### src/hdl/assert_macros.svh
// assertion macros included by the core rtl file
// expects a clock named clk and an active-low reset named rst_n in scope
`ifndef ASSERT_MACROS_SVH
`define ASSERT_MACROS_SVH

// property checked on every rising clock edge outside reset
`define ASSERT_CLK(label, prop, msg) \
    label: assert property (@(posedge clk) disable iff (!rst_n) (prop)) else $error(msg);

// implication whose consequent is checked in the cycle after the condition
`define ASSERT_NEXT(label, cond, prop, msg) \
    label: assert property (@(posedge clk) disable iff (!rst_n) (cond) |=> (prop)) \
        else $error(msg);

`endif

### src/hdl/cbcm_pkg.sv
// shared constants and types for the codebook codeword match and update core
// no dependencies
package cbcm_pkg;

    // field widths
    localparam int unsigned CH_W     = 8;
    localparam int unsigned BRIGHT_W = 9;
    localparam int unsigned COUNT_W  = 16;
    localparam int unsigned TIME_W   = 32;
    localparam int unsigned MEAN_W   = 16;
    localparam int unsigned NUM_CH   = 3;

    // stream word widths
    localparam int unsigned S_DATA_W = 160;
    localparam int unsigned M_DATA_W = 48;

    // configuration port
    localparam int unsigned CFG_IDX_W  = 2;
    localparam int unsigned CFG_DATA_W = 16;

    typedef enum logic [CFG_IDX_W-1:0] {
        REG_COLOR_THRESHOLD = 2'd0,
        REG_ALPHA           = 2'd1,
        REG_BETA            = 2'd2
    } cfg_reg_t;

    // register reset values
    localparam logic [15:0] THRESH_RST = 16'd8;
    localparam logic [7:0]  ALPHA_RST  = 8'd102;
    localparam logic [8:0]  BETA_RST   = 9'd282;

    // item operation codes
    localparam logic OP_LOAD = 1'b0;
    localparam logic OP_TEST = 1'b1;

endpackage

### src/hdl/codebook_codeword_match_update_core.sv
// codebook codeword match and update core, top level
// depends on cbcm_pkg and assert_macros.svh
//
// One background codeword is held in registers. A load word (tuser 0) goes from acceptance
// straight to the result state. A test word (tuser 1) runs all its products through one
// shared 16x16 multiplier, one per cycle with a product register, while the color and
// brightness tests run; a decision state follows, and a miss then goes to the result
// state. On a match each channel's new mean, hits times the old mean plus the pixel scaled
// by 256, rounded, is divided by hits+1 in one restoring divider at one quotient bit per
// cycle, each channel taking a multiply step, a setup step and the 16 quotient bits. The
// result state registers the result once the output register is free. The input is
// taken one word at a time. A finished result sits in the output register, so the next
// word can be accepted while it waits.
module codebook_codeword_match_update_core (
    input  logic          clk,
    input  logic          rst_n,
    // input stream
    input  logic          s_tvalid,
    output logic          s_tready,
    // red, green, blue, bright_low, bright_high, load_count, load_gap, load_first, stamp
    input  logic [cbcm_pkg::S_DATA_W-1:0] s_tdata,
    // op
    input  logic          s_tuser,
    // output stream
    output logic          m_tvalid,
    input  logic          m_tready,
    // hit_count, longest_gap
    output logic [cbcm_pkg::M_DATA_W-1:0] m_tdata,
    // matched
    output logic          m_tuser,
    // configuration
    input  logic          cfg_we,
    input  logic [cbcm_pkg::CFG_IDX_W-1:0]  cfg_index,
    input  logic [cbcm_pkg::CFG_DATA_W-1:0] cfg_data
);
    import cbcm_pkg::*;

`include "assert_macros.svh"

    typedef enum logic [2:0] {
        S_IDLE,
        S_TEST,
        S_DECIDE,
        S_NUM,
        S_PREP,
        S_DIV,
        S_DONE
    } state_t;

    state_t state_reg;

    // configuration registers
    logic [15:0] thresh_reg;
    logic [7:0]  alpha_reg;
    logic [8:0]  beta_reg;

    // codeword
    logic [MEAN_W-1:0]   mean_reg [NUM_CH];
    logic [BRIGHT_W-1:0] bmin_reg;
    logic [BRIGHT_W-1:0] bmax_reg;
    logic [COUNT_W-1:0]  hits_reg;
    logic [TIME_W-1:0]   gap_reg;
    logic [TIME_W-1:0]   first_reg;
    logic [TIME_W-1:0]   last_reg;

    // latched input word
    logic                op_reg;
    logic [CH_W-1:0]     px_reg [NUM_CH];
    logic [BRIGHT_W-1:0] blow_reg;
    logic [BRIGHT_W-1:0] bhigh_reg;
    logic [COUNT_W-1:0]  lcount_reg;
    logic [TIME_W-1:0]   lgap_reg;
    logic [TIME_W-1:0]   lfirst_reg;
    logic [TIME_W-1:0]   stamp_reg;

    // sequencer counters
    logic [3:0] step_reg;
    logic [1:0] ch_idx_reg;
    logic [3:0] bit_cnt_reg;

    // test accumulators and flags
    logic [33:0] s_code_reg;
    logic [17:0] s_pix_reg;
    logic        lo_ok_reg;
    logic        hi_ok_reg;
    logic        mn_ok_reg;
    logic        match_reg;

    // shared multiplier
    logic [15:0] mul_a;
    logic [15:0] mul_b;
    logic [31:0] prod_reg;
    logic [1:0]  rd_idx;
    logic [MEAN_W-1:0] mean_rd;

    // divider
    logic [16:0] div_d;
    logic [32:0] num;
    logic [16:0] rem_reg;
    logic [15:0] quo_reg;
    logic [17:0] div_t;
    logic        div_ge;
    logic [16:0] rem_next;
    logic [15:0] quo_next;

    // decision and commit values
    logic        color_ok;
    logic [18:0] pix_lim;
    logic [TIME_W-1:0]  gap_now;
    logic [COUNT_W-1:0] hits_next;
    logic [TIME_W-1:0]  gap_next;
    logic        out_free;
    logic        accept;

    assign s_tready = (state_reg == S_IDLE);
    assign accept   = s_tvalid && s_tready;
    assign out_free = !m_tvalid || m_tready;

    // codeword mean read port
    assign rd_idx  = (state_reg == S_TEST) ? step_reg[1:0] : ch_idx_reg;
    assign mean_rd = (rd_idx == 2'd0) ? mean_reg[0] :
                     (rd_idx == 2'd1) ? mean_reg[1] : mean_reg[2];

    // multiplier operand selection
    always_comb
    begin
        mul_a = hits_reg;
        mul_b = mean_rd;
        if (state_reg == S_TEST)
        begin
            case (step_reg)
                4'd0, 4'd1, 4'd2:
                begin
                    mul_a = mean_rd;
                    mul_b = mean_rd;
                end
                4'd3:
                begin
                    mul_a = {8'd0, px_reg[0]};
                    mul_b = {8'd0, px_reg[0]};
                end
                4'd4:
                begin
                    mul_a = {8'd0, px_reg[1]};
                    mul_b = {8'd0, px_reg[1]};
                end
                4'd5:
                begin
                    mul_a = {8'd0, px_reg[2]};
                    mul_b = {8'd0, px_reg[2]};
                end
                4'd6:
                begin
                    mul_a = {8'd0, alpha_reg};
                    mul_b = {7'd0, bmax_reg};
                end
                4'd7:
                begin
                    mul_a = {7'd0, beta_reg};
                    mul_b = {7'd0, bmax_reg};
                end
                4'd8:
                begin
                    mul_a = {7'd0, bhigh_reg};
                    mul_b = {8'd0, alpha_reg};
                end
                default:
                begin
                    mul_a = 16'd0;
                    mul_b = 16'd0;
                end
            endcase
        end
    end

    // rounded numerator and one restoring divider step
    assign div_d    = {1'b0, hits_reg} + 17'd1;
    assign num      = {1'b0, prod_reg} + {17'd0, px_reg[ch_idx_reg], 8'd0}
                      + {17'd0, div_d[16:1]};
    assign div_t    = {rem_reg, quo_reg[15]};
    assign div_ge   = div_t >= {1'b0, div_d};
    assign rem_next = div_ge ? 17'(div_t - {1'b0, div_d}) : div_t[16:0];
    assign quo_next = {quo_reg[14:0], div_ge};

    // color test and commit values
    assign pix_lim   = {1'b0, s_pix_reg} + {3'd0, thresh_reg};
    assign color_ok  = {1'b0, s_code_reg} < {pix_lim, 16'd0};
    assign gap_now   = stamp_reg - last_reg;
    assign hits_next = (hits_reg == {COUNT_W{1'b1}}) ? hits_reg : hits_reg + 16'd1;
    assign gap_next  = (gap_now > gap_reg) ? gap_now : gap_reg;

    // sequencer and output register
    always_ff @(posedge clk or negedge rst_n)
    begin
        if (!rst_n)
        begin
            state_reg   <= S_IDLE;
            step_reg    <= 4'd0;
            ch_idx_reg  <= 2'd0;
            bit_cnt_reg <= 4'd0;
            m_tvalid    <= 1'b0;
            m_tuser     <= 1'b0;
            m_tdata     <= '0;
        end
        else
        begin
            if (m_tvalid && m_tready && (state_reg != S_DONE))
            begin
                m_tvalid <= 1'b0;
            end
            case (state_reg)
                S_IDLE:
                begin
                    step_reg   <= 4'd0;
                    ch_idx_reg <= 2'd0;
                    if (accept)
                    begin
                        state_reg <= (s_tuser == OP_TEST) ? S_TEST : S_DONE;
                    end
                end
                S_TEST:
                begin
                    step_reg <= step_reg + 4'd1;
                    if (step_reg == 4'd9)
                    begin
                        state_reg <= S_DECIDE;
                    end
                end
                S_DECIDE:
                begin
                    state_reg <= (color_ok && lo_ok_reg && hi_ok_reg && mn_ok_reg)
                                 ? S_NUM : S_DONE;
                end
                S_NUM:
                begin
                    state_reg <= S_PREP;
                end
                S_PREP:
                begin
                    bit_cnt_reg <= 4'd15;
                    state_reg   <= S_DIV;
                end
                S_DIV:
                begin
                    bit_cnt_reg <= bit_cnt_reg - 4'd1;
                    if (bit_cnt_reg == 4'd0)
                    begin
                        ch_idx_reg <= ch_idx_reg + 2'd1;
                        state_reg  <= (ch_idx_reg == 2'd2) ? S_DONE : S_NUM;
                    end
                end
                S_DONE:
                begin
                    if (out_free)
                    begin
                        m_tvalid  <= 1'b1;
                        state_reg <= S_IDLE;
                        if (op_reg == OP_LOAD)
                        begin
                            m_tuser <= 1'b0;
                            m_tdata <= {lgap_reg, lcount_reg};
                        end
                        else if (match_reg)
                        begin
                            m_tuser <= 1'b1;
                            m_tdata <= {gap_next, hits_next};
                        end
                        else
                        begin
                            m_tuser <= 1'b0;
                            m_tdata <= {gap_reg, hits_reg};
                        end
                    end
                end
                default:
                begin
                    state_reg <= S_IDLE;
                end
            endcase
        end
    end

    // configuration, codeword and arithmetic registers
    always_ff @(posedge clk or negedge rst_n)
    begin
        if (!rst_n)
        begin
            thresh_reg  <= THRESH_RST;
            alpha_reg   <= ALPHA_RST;
            beta_reg    <= BETA_RST;
            mean_reg[0] <= '0;
            mean_reg[1] <= '0;
            mean_reg[2] <= '0;
            bmin_reg    <= '0;
            bmax_reg    <= '0;
            hits_reg    <= '0;
            gap_reg     <= '0;
            first_reg   <= '0;
            last_reg    <= '0;
            s_code_reg  <= '0;
            s_pix_reg   <= '0;
            lo_ok_reg   <= 1'b0;
            hi_ok_reg   <= 1'b0;
            mn_ok_reg   <= 1'b0;
            match_reg   <= 1'b0;
            prod_reg    <= '0;
            rem_reg     <= '0;
            quo_reg     <= '0;
        end
        else
        begin
            // register writes
            if (cfg_we)
            begin
                case (cfg_index)
                    REG_COLOR_THRESHOLD: thresh_reg <= cfg_data;
                    REG_ALPHA:           alpha_reg  <= cfg_data[7:0];
                    REG_BETA:            beta_reg   <= cfg_data[8:0];
                    default:             ;
                endcase
            end

            prod_reg <= mul_a * mul_b;

            if (accept)
            begin
                s_code_reg <= '0;
                s_pix_reg  <= '0;
                match_reg  <= 1'b0;
            end

            // consume the product issued one step earlier
            if (state_reg == S_TEST)
            begin
                case (step_reg)
                    4'd1, 4'd2, 4'd3: s_code_reg <= s_code_reg + {2'd0, prod_reg};
                    4'd4, 4'd5, 4'd6: s_pix_reg  <= s_pix_reg + {2'd0, prod_reg[15:0]};
                    4'd7: lo_ok_reg <= {15'd0, bhigh_reg, 8'd0} > prod_reg;
                    4'd8: hi_ok_reg <= {15'd0, bhigh_reg, 8'd0} < prod_reg;
                    4'd9: mn_ok_reg <= prod_reg < {15'd0, bmin_reg, 8'd0};
                    default: ;
                endcase
            end

            if (state_reg == S_DECIDE)
            begin
                match_reg <= color_ok && lo_ok_reg && hi_ok_reg && mn_ok_reg;
            end

            // divider setup: quotient fits 16 bits so the upper part is below the divisor
            if (state_reg == S_PREP)
            begin
                rem_reg <= num[32:16];
                quo_reg <= num[15:0];
            end

            if (state_reg == S_DIV)
            begin
                rem_reg <= rem_next;
                quo_reg <= quo_next;
                if (bit_cnt_reg == 4'd0)
                begin
                    mean_reg[ch_idx_reg] <= quo_next;
                end
            end

            // commit the rest of the codeword
            if (state_reg == S_DONE && out_free)
            begin
                if (op_reg == OP_LOAD)
                begin
                    mean_reg[0] <= {px_reg[0], 8'd0};
                    mean_reg[1] <= {px_reg[1], 8'd0};
                    mean_reg[2] <= {px_reg[2], 8'd0};
                    bmin_reg    <= blow_reg;
                    bmax_reg    <= bhigh_reg;
                    hits_reg    <= lcount_reg;
                    gap_reg     <= lgap_reg;
                    first_reg   <= lfirst_reg;
                    last_reg    <= stamp_reg;
                end
                else if (match_reg)
                begin
                    if (bhigh_reg < bmin_reg)
                    begin
                        bmin_reg <= bhigh_reg;
                    end
                    if (bhigh_reg > bmax_reg)
                    begin
                        bmax_reg <= bhigh_reg;
                    end
                    hits_reg <= hits_next;
                    gap_reg  <= gap_next;
                    last_reg <= stamp_reg;
                end
            end
        end
    end

    // input word capture
    always_ff @(posedge clk)
    begin
        if (accept)
        begin
            op_reg     <= s_tuser;
            px_reg[0]  <= s_tdata[7:0];
            px_reg[1]  <= s_tdata[15:8];
            px_reg[2]  <= s_tdata[23:16];
            blow_reg   <= s_tdata[32:24];
            bhigh_reg  <= s_tdata[41:33];
            lcount_reg <= s_tdata[57:42];
            lgap_reg   <= s_tdata[89:58];
            lfirst_reg <= s_tdata[121:90];
            stamp_reg  <= s_tdata[153:122];
        end
    end

    // assertions
    `ASSERT_CLK(a_div_rem_below_divisor, (state_reg != S_DIV) || (rem_reg < div_d),
        "divider remainder not below divisor")
    `ASSERT_NEXT(a_accept_starts_work, accept,
        (state_reg == S_TEST) || (state_reg == S_DONE),
        "accepted word did not start work")
    `ASSERT_CLK(a_match_has_hits, !(m_tvalid && m_tuser) || (m_tdata[15:0] != 16'd0),
        "matched result with zero hit count")

endmodule

### config.mk
export PLATFORM = sky130hd
export DESIGN_NAME = codebook_codeword_match_update_core
export DESIGN_NICKNAME = d
export VERILOG_FILES = /design/src/hdl/cbcm_pkg.sv /design/src/hdl/codebook_codeword_match_update_core.sv
export VERILOG_INCLUDE_DIRS = /design/src /design/src/hdl
export SDC_FILE = /design/constraint.sdc
export NUM_CORES = 2
export LEC_CHECK = 0
export BUFFER_PORTS_ARGS = -buffer_cell sky130_fd_sc_hd__buf_2
export CAP_MARGIN = 30
export CORE_MARGIN = 2
export CORE_UTILIZATION = 50
export CTS_CLUSTER_DIAMETER = 50
export DETAILED_ROUTE_END_ITERATION = 8
export PLACE_DENSITY = 0.68
export SKIP_LAST_GASP = 1
export SLEW_MARGIN = 20
export SYNTH_ARGS = -nofsm -noshare
export SYNTH_HDL_FRONTEND = slang
export SYNTH_SLANG_ARGS = --single-unit
### constraint.sdc
create_clock -name clk -period 13.15 [get_ports clk]
set_input_delay 1.315 -clock clk [delete_from_list [all_inputs] [get_ports clk]]
set_output_delay 1.315 -clock clk [all_outputs]
set_load 0.01 [all_outputs]
After elaboration in Yosys (flattened, before gate mapping)
Memories as Yosys holds them, arrays and structs flattened.
Index checks and enable logic that the tools add are counted.
{"block": "word_totals", "regBits": 462, "mem_bits_rw": 24, "input_bits": 184, "memories": 1}
{"name": "px_reg", "words": 3, "word_bits": 8, "read_ports": 4, "rd_clocked_by_memory_dff": 0, "wr": 3, "line": "codebook_codeword_match_update_core.sv:68", "text": "logic [CH_W-1:0] px_reg [NUM_CH];"}
{"block": "classes", "addsub": 12, "mul": 1, "order_cmp": 10, "n_eq_ne": 28, "mux": 62, "bitwise": 1, "n_reduce_logical": 35}
{"op": "48-bit 2-to-1 mux", "count": 6}
{"op": "16-bit 2-to-1 mux", "count": 10}
{"op": "32-bit 2-to-1 mux", "count": 5}
{"op": "16-bit case mux with 7 select lines", "count": 1}
{"op": "34-bit 2-to-1 mux", "count": 3}
{"op": "16-bit case mux with 6 select lines", "count": 1}
{"op": "18-bit 2-to-1 mux", "count": 3}
{"op": "9-bit 2-to-1 mux", "count": 6}
{"op": "17-bit 2-to-1 mux", "count": 3}
{"op": "48-bit bitwise mux", "count": 1}
{"op": "34-bit by 35-bit less-than comparator with 1-bit output", "count": 1}
{"op": "34-bit by 32-bit adder with 34-bit output", "count": 1}
{"op": "32-bit by 16-bit adder with 33-bit output", "count": 1}
{"op": "33-bit by 16-bit adder with 33-bit output", "count": 1}
{"op": "16-bit demux with 2-bit select", "count": 1}
{"op": "17-bit by 32-bit greater-than comparator with 1-bit output", "count": 1}
{"op": "32-bit greater-than comparator", "count": 1}
{"op": "17-bit by 32-bit less-than comparator with 1-bit output", "count": 1}
{"op": "32-bit by 17-bit less-than comparator with 1-bit output", "count": 1}
{"op": "16-bit by 16-bit multiplier with 32-bit output", "count": 1}
{"op": "32-bit subtractor", "count": 1}
{"op": "3-bit 2-to-1 mux", "count": 7}
{"op": "3-bit case mux with 7 select lines", "count": 1}
{"op": "18-bit by 16-bit adder with 19-bit output", "count": 1}
{"op": "42 further kinds", "count": 90}

Depth between registers and ports, before layout
{"block": "logic_depth", "ltp_word": 10, "mapped_depth": 35}

Least setup slack after synthesis
OpenSTA, ideal clock, no wires.
{"block": "synth_path", "kind": "flip-flop to flip-flop", "from": "register step_reg[1]", "to": "register prod_reg[25]", "setup_ps": 124, "arrival_ps": 8090, "t_required_ps": 13026, "slack_ps": 4937, "path_stages_with_launch": 29, "period_less_slack_ps": 8213, "cell_sequence": "dfrtp_1 -> clkbuf_1 -> inv_1 -> ha_1 -> or3_1 -> and2_1 -> nor2_1 -> o22a_1 -> clkbuf_1 -> nor2_1 -> fa_1 -> inv_1 -> fa_1 -> inv_1 -> fa_1 -> fa_1 -> fa_1 -> inv_1 -> fa_1 -> inv_1 -> ha_1 -> and3_1 -> a221o_1 -> a2111oi_4 -> a211oi_1 -> o21a_1 -> o21a_1 -> o41a_1 -> xor2_1"}
{"block": "synth_between", "elab_chain_cells": 7, "elab_cells_between_ends": 21, "classes_between": "mul (1); eq/ne (9); mux (7); reduce/logical (4)"}
{"element": "from (decl)", "line": "codebook_codeword_match_update_core.sv:77", "text": "logic [3:0] step_reg;"}
{"element": "from (signal assigned)", "line": "codebook_codeword_match_update_core.sv:223", "text": "step_reg <= step_reg + 4'd1;"}
{"element": "2-bit 2-to-1 mux", "line": "codebook_codeword_match_update_core.sv:120", "text": "assign rd_idx = (state_reg == S_TEST) ? step_reg[1:0] : ch_idx_reg;"}
{"element": "2-bit by 1-bit == test with 1-bit output", "line": "codebook_codeword_match_update_core.sv:122", "text": "(rd_idx == 2'd1) ? mean_reg[1] : mean_reg[2];"}
{"element": "16-bit 2-to-1 mux", "line": "codebook_codeword_match_update_core.sv:122"}
{"element": "16-bit 2-to-1 mux", "line": "codebook_codeword_match_update_core.sv:121", "text": "assign mean_rd = (rd_idx == 2'd0) ? mean_reg[0] :"}
{"element": "16-bit case mux with 7 select lines / 16-bit case mux with 6 select lines (equally long branches)", "line": "codebook_codeword_match_update_core.sv:131", "text": "case (step_reg)"}
{"element": "16-bit 2-to-1 mux", "line": "codebook_codeword_match_update_core.sv:129", "text": "if (state_reg == S_TEST)"}
{"element": "16-bit by 16-bit multiplier with 32-bit output *", "line": "codebook_codeword_match_update_core.sv:323", "text": "prod_reg <= mul_a * mul_b;"}
{"element": "to (signal assigned)", "line": "codebook_codeword_match_update_core.sv:323"}
{"element": "to (decl)", "line": "codebook_codeword_match_update_core.sv:92", "text": "logic [31:0] prod_reg;"}
Mark *: on every way between the ends. The rest lies on a longest branch, timed or not.
A chain may end at the register's enable or synchronous reset.

Worst setup path in the final report
{"block": "layout_path", "from": "register state_reg[2]", "to": "register prod_reg[30]"}
{"block": "layout_between", "elab_chain_cells": 8, "elab_cells_between_ends": 11, "classes_between": "mul (1); eq/ne (2); mux (7); reduce/logical (1)"}
{"element": "from (decl)", "line": "codebook_codeword_match_update_core.sv:50", "text": "state_t state_reg;"}
{"element": "from (signal assigned)", "line": "codebook_codeword_match_update_core.sv:218", "text": "state_reg <= (s_tuser == OP_TEST) ? S_TEST : S_DONE;"}
{"element": "from (signal assigned)", "line": "codebook_codeword_match_update_core.sv:231", "text": "state_reg <= (color_ok && lo_ok_reg && hi_ok_reg && mn_ok_reg)"}
{"element": "from (signal assigned)", "line": "codebook_codeword_match_update_core.sv:249", "text": "state_reg <= (ch_idx_reg == 2'd2) ? S_DONE : S_NUM;"}
{"element": "3-bit by 1-bit == test with 1-bit output *", "line": "codebook_codeword_match_update_core.sv:120, codebook_codeword_match_update_core.sv:129"}
{"element": "2-bit 2-to-1 mux", "line": "codebook_codeword_match_update_core.sv:120"}
{"element": "2-bit by 1-bit == test with 1-bit output", "line": "codebook_codeword_match_update_core.sv:122"}
{"element": "16-bit 2-to-1 mux", "line": "codebook_codeword_match_update_core.sv:122"}
{"element": "16-bit 2-to-1 mux", "line": "codebook_codeword_match_update_core.sv:121"}
{"element": "16-bit case mux with 7 select lines / 16-bit case mux with 6 select lines (equally long branches)", "line": "codebook_codeword_match_update_core.sv:131"}
{"element": "16-bit 2-to-1 mux", "line": "codebook_codeword_match_update_core.sv:129"}
{"element": "16-bit by 16-bit multiplier with 32-bit output *", "line": "codebook_codeword_match_update_core.sv:323"}
Marked as above.

==> metrics.md <==
| Metric | Value |
|---|---|
| Worst hold slack | 0.4731 ns |
| Die width | 280.9 µm |
| Reg-to-reg endpoint | prod_reg[30] |
| Vias in the first global route | about 31k |
| Clk pin slew, worst setup/hold paths | about 0.070 ns |
| DR pass1 iterations | 6 |
| Part of the Yosys area used for sequential elements | 33.36% |
| Slew Viols, Final | 0 |
| Fraction of layout cells with a size suffix above 1 | about a tenth |
| Synth Flop Type | dfrtp_1 |
| Post-Synth Adder-Cell Area | a little over a fifth |
| Total clock buffers created by CTS | between 50 and 60 |
| Tot GR Track Use | approximately 30% |
| Startpoint Class | flop |
| Post-synth top area cell | dfrtp_1 |
| Crit share post-route | about three quarters |
| Starting Density | 50.48% |
| Synthesized cell area | between 30000 and 40000 µm² |
| Syn avg cell area | just over 9 µm² |
| Ports | 235 |
| First-pass GRT wire length | 178.9 mm |
| Mux share of post-synthesis cell area | a little over 3% |
| Antenna-violating nets left | 0 |
| Crit-path max cell delay | 0.86 ns |
| Max Fclk | around 100 MHz |
| Worst reg2reg path depth | 30 |
| Initial DRC count | between 3k and 4k |
| Drc violations | 0 |
| Mapped Cells | 4187 |
| H-tree depth | 2 |
| Chip height | approximately 280 µm |
| Worst Skew | roughly 0.050 ns |
| Simple-gate area share of the yosys netlist | about 14% |
| # hold bufs at CTS | 0 |
| Final min period | ~10 ns |
| Warning count from the yosys run | 0 |
| CP Class | reg -> reg |
| WP data arrival | approximately 11 ns |
| Worst Min Path Start | m_tdata[30] |
| Final #Nets | just over 5k |
| CTS tree | yes |
| PortBufs | ~200 |
| Vias | between 30k and 40k |
| Status | complete, no violations |
| Synth Area in Compound Gates | approximately 18% |
| Crit path capture type | flop |
| Number of vias per cell | just under 6 |
| # resized after CTS | 0 |
| Final setup vio count | 0 |
| Remaining global-route overflow | 0 |
| Register bit count reported by yosys | a little under 500 |
| Top cell type's share of synthesized area | between 20% and 30% |
| Required @ worst endpoint | around 14 ns |
| Clk buf depth | 3 |
| CTS Root Cell | clkbuf_16 |
| Worst Hold End | m_tdata[30] |
| Clock sinks | 486 |
| EDFF count, synth | ~120 |
| Final setup TNS | 0 ns |
| Most frequent CP cell | fa_1 |
| Final GP Congestion | a little under 1 |
| Largest net degree at the start of global routing | 154 |
| Routed WL | roughly 120 mm |
| Die area | between 70000 and 80000 µm² |
| Clk_lat worst skew | ~0.65 ns |
| Final hold violation count | 0 |
| Core ar. | approximately 76000 µm² |
| Internal reg-to-reg setup slack | between 3 and 4 ns |
| Max-cap violation count | 0 |
| Worst reg2reg path startpoint | state_reg[2] |
| Largest family of logic cells by synthesized area | adder cells |
| Syn nets | ~5k |
| Post-Synth XOR/XNOR Area | 3.587% |
| Crit Path Max Fanout | 34 |
| Largest cells by area after synthesis | dfrtp_1, fa_1, ha_1 |
| Antenna violations before repair | 4 |
| Synthesis-to-layout area growth | 10.56% |
| Row count | a little over 100 |
| DP HPWL | 86.72 mm |
| Postcts setup bufs | 0 |
| Hold path cells | 1 |
| Routed len/inst | roughly 21 µm |
| RSZ-0062 raised after global routing | no |
| Cell variety after synth | between 90 and 100 |
| Asr flop ratio synth | about three quarters |
| Worst hold path class | reg -> reg |
| CP max-delay cell | a311oi_1 |
| Worst slew margin | roughly a third |
| Worst Setup SP | state_reg[2] |
| Worst slew pin tran | roughly 1 ns |
layout by cell type, fill, tap and decap left out, drive strengths merged, types with 89 or more instances in the layout:
master / netlist / routed
xnor2: 89 / 89
o21ai: 258 / 258
a21oi: 244 / 244
nor2: 369 / 369
nand3: 129 / 129
buf: 41 / 252
nand2: 462 / 462
fa: 208 / 208
inv: 421 / 425
edfxtp: 123 / 123
dfrtp: 354 / 354
ha: 332 / 332
layout make-up:
| class | count | area (µm²) |
|---|---|---|
| multi-input combinational | 3095 | 23270 |
| inverter | 423 | 1593 |
| fill | 6798 | 33560 |
| clock buffer | 65 | 1466 |
| antenna | 2 | 5.005 |
| sequential | 486 | 12790 |
| clock inverter | 41 | 480.5 |
| timing repair buffer | 252 | 1490 |
| tap | 1030 | 1289 |
per-stage QoR:
| stage | std cells | worst slack [ns] | area [µm²] | util [%] |
|---|---|---|---|---|
| after floorplan | 4187 | 4.937 | 38340 | - |
| after global placement | 5278 | 3.408 | 40310 | 53.07 |
| after detailed placement | 5280 | 3.424 | 40330 | 53.10 |
| after CTS | 5386 | 3.374 | 42270 | 55.66 |
| after global routing | 5394 | 2.601 | 42380 | 55.81 |
| final | 5394 | 3.198 | 42380 | 55.81 |
routing by layer:
layer,up-vias,wire (µm),track usage (%)
li1,14860,-,-
met3,263,9184,4.364
met1,15570,48630,39.83
met4,0,5543,12.97
met2,1321,51670,46.62
met5,-,0,0
cell usage after synthesis, drive strengths merged, types with 89 or more instances:
| cell | instances |
|---|---|
| a21oi | 244 |
| clkbuf | 142 |
| dfrtp | 354 |
| edfxtp | 123 |
| fa | 208 |
| ha | 332 |
| inv | 421 |
| nand2 | 462 |
| nand3 | 129 |
| nor2 | 369 |
| o21ai | 258 |
| xnor2 | 89 |
critical path: cells and delay by family (launching register included):
kind | cells | cell delay [ns]
fa+ha+maj | 7 | 3.45
flops | 1 | 0.65
mux | 2 | 1.13
compound gates | 9 | 3.00
simple gates | 6 | 0.83
buf+inv | 5 | 0.62
xor+xnor | 1 | 0.13
worst max path at each step:
| stage | end | slack, ns | cells past startpoint |
|---|---|---|---|
| 5_1_grt | prod_reg[30] | 2.60 | 30 |
| 6_report | prod_reg[30] | 3.20 | 30 |
| 2_1_floorplan | prod_reg[25] | 4.94 | 28 |
| 3_3_place_gp | prod_reg[25] | 3.41 | 27 |
| 3_5_place_dp | prod_reg[30] | 3.42 | 30 |
| 4_1_cts | prod_reg[30] | 3.37 | 30 |
logic make-up after synthesis:
| group | after synthesis |
|---|---|
| AOI/OAI and AO/OA | 1049 |
| adders and majority gates | 540 |
| buffers and inverters | 606 |
| xor gates and xnor gates | 157 |
| DFF | 486 |
| muxes | 109 |
| and+or+nand+nor | 1240 |
Power is left out: the tool's default activity adds up to more than one toggle a clock period on the data nets, which glitch-free logic cannot reach.
